--- src/rtl/urte_ram.sv ---
`timescale 1ns / 1ps
// ----------------------------------------------------------------------------
// urte_ram
// Generic single write port, single read port ram with registered read data.
// ----------------------------------------------------------------------------
module urte_ram #(
    parameter int WIDTH = 8,
    parameter int DEPTH = 256,
    localparam int AW   = (DEPTH > 1) ? $clog2(DEPTH) : 1
) (
    input  logic             i_clk,
    input  logic             i_we,
    input  logic [AW-1:0]    i_waddr,
    input  logic [WIDTH-1:0] i_wdata,
    input  logic             i_re,
    input  logic [AW-1:0]    i_raddr,
    output logic [WIDTH-1:0] o_rdata
);

    logic [WIDTH-1:0] r_mem [DEPTH];
    logic [WIDTH-1:0] r_rdata;

    always_ff @(posedge i_clk) begin
        if (i_we) begin
            r_mem[i_waddr] <= i_wdata;
        end
        if (i_re) begin
            r_rdata <= r_mem[i_raddr];
        end
    end

    assign o_rdata = r_rdata;

endmodule

--- config.mk ---
export PLATFORM = sky130hd
export DESIGN_NAME = urte_ram
export DESIGN_NICKNAME = d
export VERILOG_FILES = /design/src/rtl/urte_ram.sv
export SDC_FILE = /design/constraint.sdc
export NUM_CORES = 2
export LEC_CHECK = 0
export BUFFER_PORTS_ARGS = -buffer_cell sky130_fd_sc_hd__buf_2
export CORE_ASPECT_RATIO = 0.7
export CORE_MARGIN = 2
export CORE_UTILIZATION = 35
export DETAILED_ROUTE_END_ITERATION = 7
export SYNTH_ARGS = -nofsm -noshare
export SYNTH_HDL_FRONTEND = slang
export SYNTH_SLANG_ARGS = --single-unit
--- constraint.sdc ---
create_clock -name i_clk -period 3.5 [get_ports i_clk]
set_clock_uncertainty 0.1 [all_clocks]
set_input_delay 0.525 -clock i_clk [delete_from_list [all_inputs] [get_ports i_clk]]
set_output_delay 0.525 -clock i_clk [all_outputs]
set_load 0.02 [all_outputs]
==> flow_metrics.py <==
metrics = {
    "timing": {
        "layout_min_cycle_time_ns": 3.09,
        "setup_viol": 0,
        "tightest_slew_ns": 1.01,
        "relSlewSlack_pct": 32.5,
        "final_max_slew_viol_count": 0,
        "rsz0062_at_grt": "no",
        "hold_violations": 0,
        "period_share_pct": 88.4,
        "fmax_ghz": 0.323,
    },
    "power": {
        "p_comb_share_pct": 5.6,
        "vdd_drop_max_mv": 0.392,
        "power.share.clock_pct": 40.1,
        "powerDensity_nw_per_um2": 538,
        "pwr-share-seq_pct": 54.3,
        "p_leak_nw": 29.4,
        "p_sw_w": 0.0107,
        "internal_power_w": 0.0393,
        "netSwitchingFraction_pct": 21.5,
    },
    "layout": {
        "drive_gt1_share_pct": 29.6,
        "finalNetCount": 4308,
        "final_cell_area_um2": 93100,
        "finish.utilization_pct": 41.2,
        "layout_commonest_cell": "edfxtp_1",
        "final_cell_mix": "edfxtp_1 (2,056), buf_4 (494), mux4_2 (454)",
        "syn2layout_area_growth_pct": 16.9,
    },
    "clock_tree": {
        "ctsResizeCount": 0,
        "max-clock-path-buffers": 4,
        "cts_sinks": 2056,
        "path_clk_slew_ns": 0.06,
        "cts_buffers": 192,
        "cts_max_level": 4,
        "cts_tree": "done",
        "clk_latency_ns": 0.85,
        "clockRootBuffer": "clkbuf_16",
    },
    "die": {
        "die_y_um": 403,
        "core_um2": 226000,
        "num_io_pins": 35,
        "dieArea_um2": 231000,
        "row_count": 146,
        "die_w_um": 574,
        "start_util_pct": 35.2,
    },
    "setup_path": {
        "crit_fanout": 15,
        "critPathRequiredTime_ns": 3.98,
        "start_kind": "input port",
        "crit_arrival_ns": 3.58,
        "critPathKind": "input port to register",
        "crit_path_end_kind": "register",
    },
    "place": {
        "placed_area_um2": 87200,
        "port_buffers": 34,
        "gp_congestion": 0.863,
        "place_hpwl_um": 138000,
    },
    "synthesis": {
        "ys_ff_latch": 2056,
        "yosysSeqAreaShare_pct": 77.5,
        "syn-num-nets": 3760,
        "dominantRegCellSynth": "edfxtp_1",
        "ys_types": 54,
        "synthArstFlopShare_pct": 0,
        "avgSynthCellArea_um2": 21.3,
        "postSynthCellCount": 3733,
        "synth_edf_count": 2056,
        "synth_warnings": 0,
        "syn_area_um2": 79600,
    },
    "global_routing": {
        "grt_usage_pct": 17.9,
        "grt_max_degree": 93,
        "grt_overflow_total": 0,
        "antenna_found_initial": 21,
        "grt_pass1_vias": 40200,
        "grt_pass1_wl_um": 299000,
    },
    "route": {
        "detail-route-antenna-nets": 0,
        "totalWireLength_um": 211000,
        "routedWlPerCell_um": 28.2,
        "drt-vias-per-instance": 5.51,
        "remaining_drc_errors": 0,
        "drtIter0Drc": 5687,
        "num_vias": 41100,
        "dr.pass1.iters": 5,
    },
    "worst_hold_path": {
        "hp-class": "input port to register",
    },
    "job": {
        "cap_violations": 0,
    },
    "status": {
        "status": "finished, final reports clean",
    },
}
==> area by class of cell <==
class | count | area [um2]
fillers | 19800 | 133000
flip-flops and latches | 2056 | 61700
multi-input cells | 1442 | 16500
repair buffers | 587 | 5180
clock buffers | 229 | 4990
well taps | 3034 | 3800
clock inverters | 104 | 871
inverters | 2 | 7.51
diodes | 3 | 7.51
==> flip-flops by register name, indices dropped and copies added (netlist names) <==
signal	cells
r_mem	2048
o_rdata	8
==> what timing repair did <==
| action | in CTS | in global routing |
|---|---|---|
| endpoints found under the setup margin | 0 | 0 |
| setup buffers | 0 | 0 |
| hold buffers | 1 | 0 |
| hold endpoints to repair | 8 | 0 |
==> worst paths after layout <==
check                            to  depth (start not counted)              startpoint  slack, ns
min reg2reg    o_rdata[5]$_DFFE_PP_                          7  r_mem[32][5]$_DFFE_PP_       1.11
min          r_mem[20][7]$_DFFE_PP_                          1              i_wdata[7]       0.03
max            o_rdata[0]$_DFFE_PP_                          9              i_raddr[0]       0.41
max reg2reg    o_rdata[5]$_DFFE_PP_                          8  r_mem[27][5]$_DFFE_PP_       0.47
==> Yosys cell counts (28+ instances only) <==
cell | count | area share (%)
buf_2 | 31 | 0.19
nand3_1 | 34 | 0.21
o221ai_1 | 46 | 0.51
nor2_1 | 282 | 1.3
mux2i_1 | 134 | 1.7
a21oi_1 | 96 | 0.60
mux4_2 | 454 | 13
nor2b_1 | 31 | 0.24
nand2_1 | 33 | 0.16
a22oi_1 | 133 | 1.3
clkbuf_1 | 111 | 0.52
o22ai_1 | 28 | 0.22
edfxtp_1 | 2056 | 78
==> logic make-up (layout without fill, tap and decap cells) <==
group	count (synthesis)	after routing	share of synthesized area (%)
other cells	0	3	0
flops	2056	2056	77.5
compound gates	385	385	3.42
mux	591	591	14.6
buf+inv	235	922	1.83
simple gates	466	466	2.63
==> through the flow <==
| step | TNS, ns | worst slack [ns] | instances | power (W) | hold WS [ns] |
|---|---|---|---|---|---|
| 2_1_floorplan | 0 | 0.799 | 3733 | 0.0290 | 0.524 |
| 3_3_place_gp | -1.51 | -0.392 | 7120 | 0.0305 | 0.812 |
| 3_5_place_dp | -1.28 | -0.304 | 7120 | 0.0305 | 0.812 |
| 4_1_cts | 0 | 0.438 | 7454 | 0.0504 | 0.0380 |
| 5_1_grt | 0 | 0.217 | 7456 | 0.0514 | 0.0233 |
| 6_report | 0 | 0.405 | 7457 | 0.0500 | 0.0260 |
==> power by group through the flow <==
| stage | clock, W | sequential [W] | combinational, W |
|---|---|---|---|
| after floorplan | 0 | 0.0277 | 0.00132 |
| after global placement | 0 | 0.0277 | 0.00277 |
| after detailed placement | 0 | 0.0277 | 0.00280 |
| after CTS | 0.0204 | 0.0272 | 0.00281 |
| after global routing | 0.0213 | 0.0272 | 0.00296 |
| final | 0.0201 | 0.0272 | 0.00281 |
==> routing by layer <==
layer	track usage (%)	wire, um	part of all wire, %
met3	5.05	23800	11
met1	27.7	93700	44
met4	3.53	3820	1.8
met5	0	8	0.0038
met2	25.1	89300	42
==> critical path: stages <==
cell and delay [ns]:
buf_8 0.18, buf_12 0.20, buf_4 0.28, mux4_2 0.53, a22oi_1 0.43, a21oi_1 0.32
nor4_1 0.81, buf_4 0.23, nor4_2 0.04
Note: power is estimated with default switching activity, not from simulation.
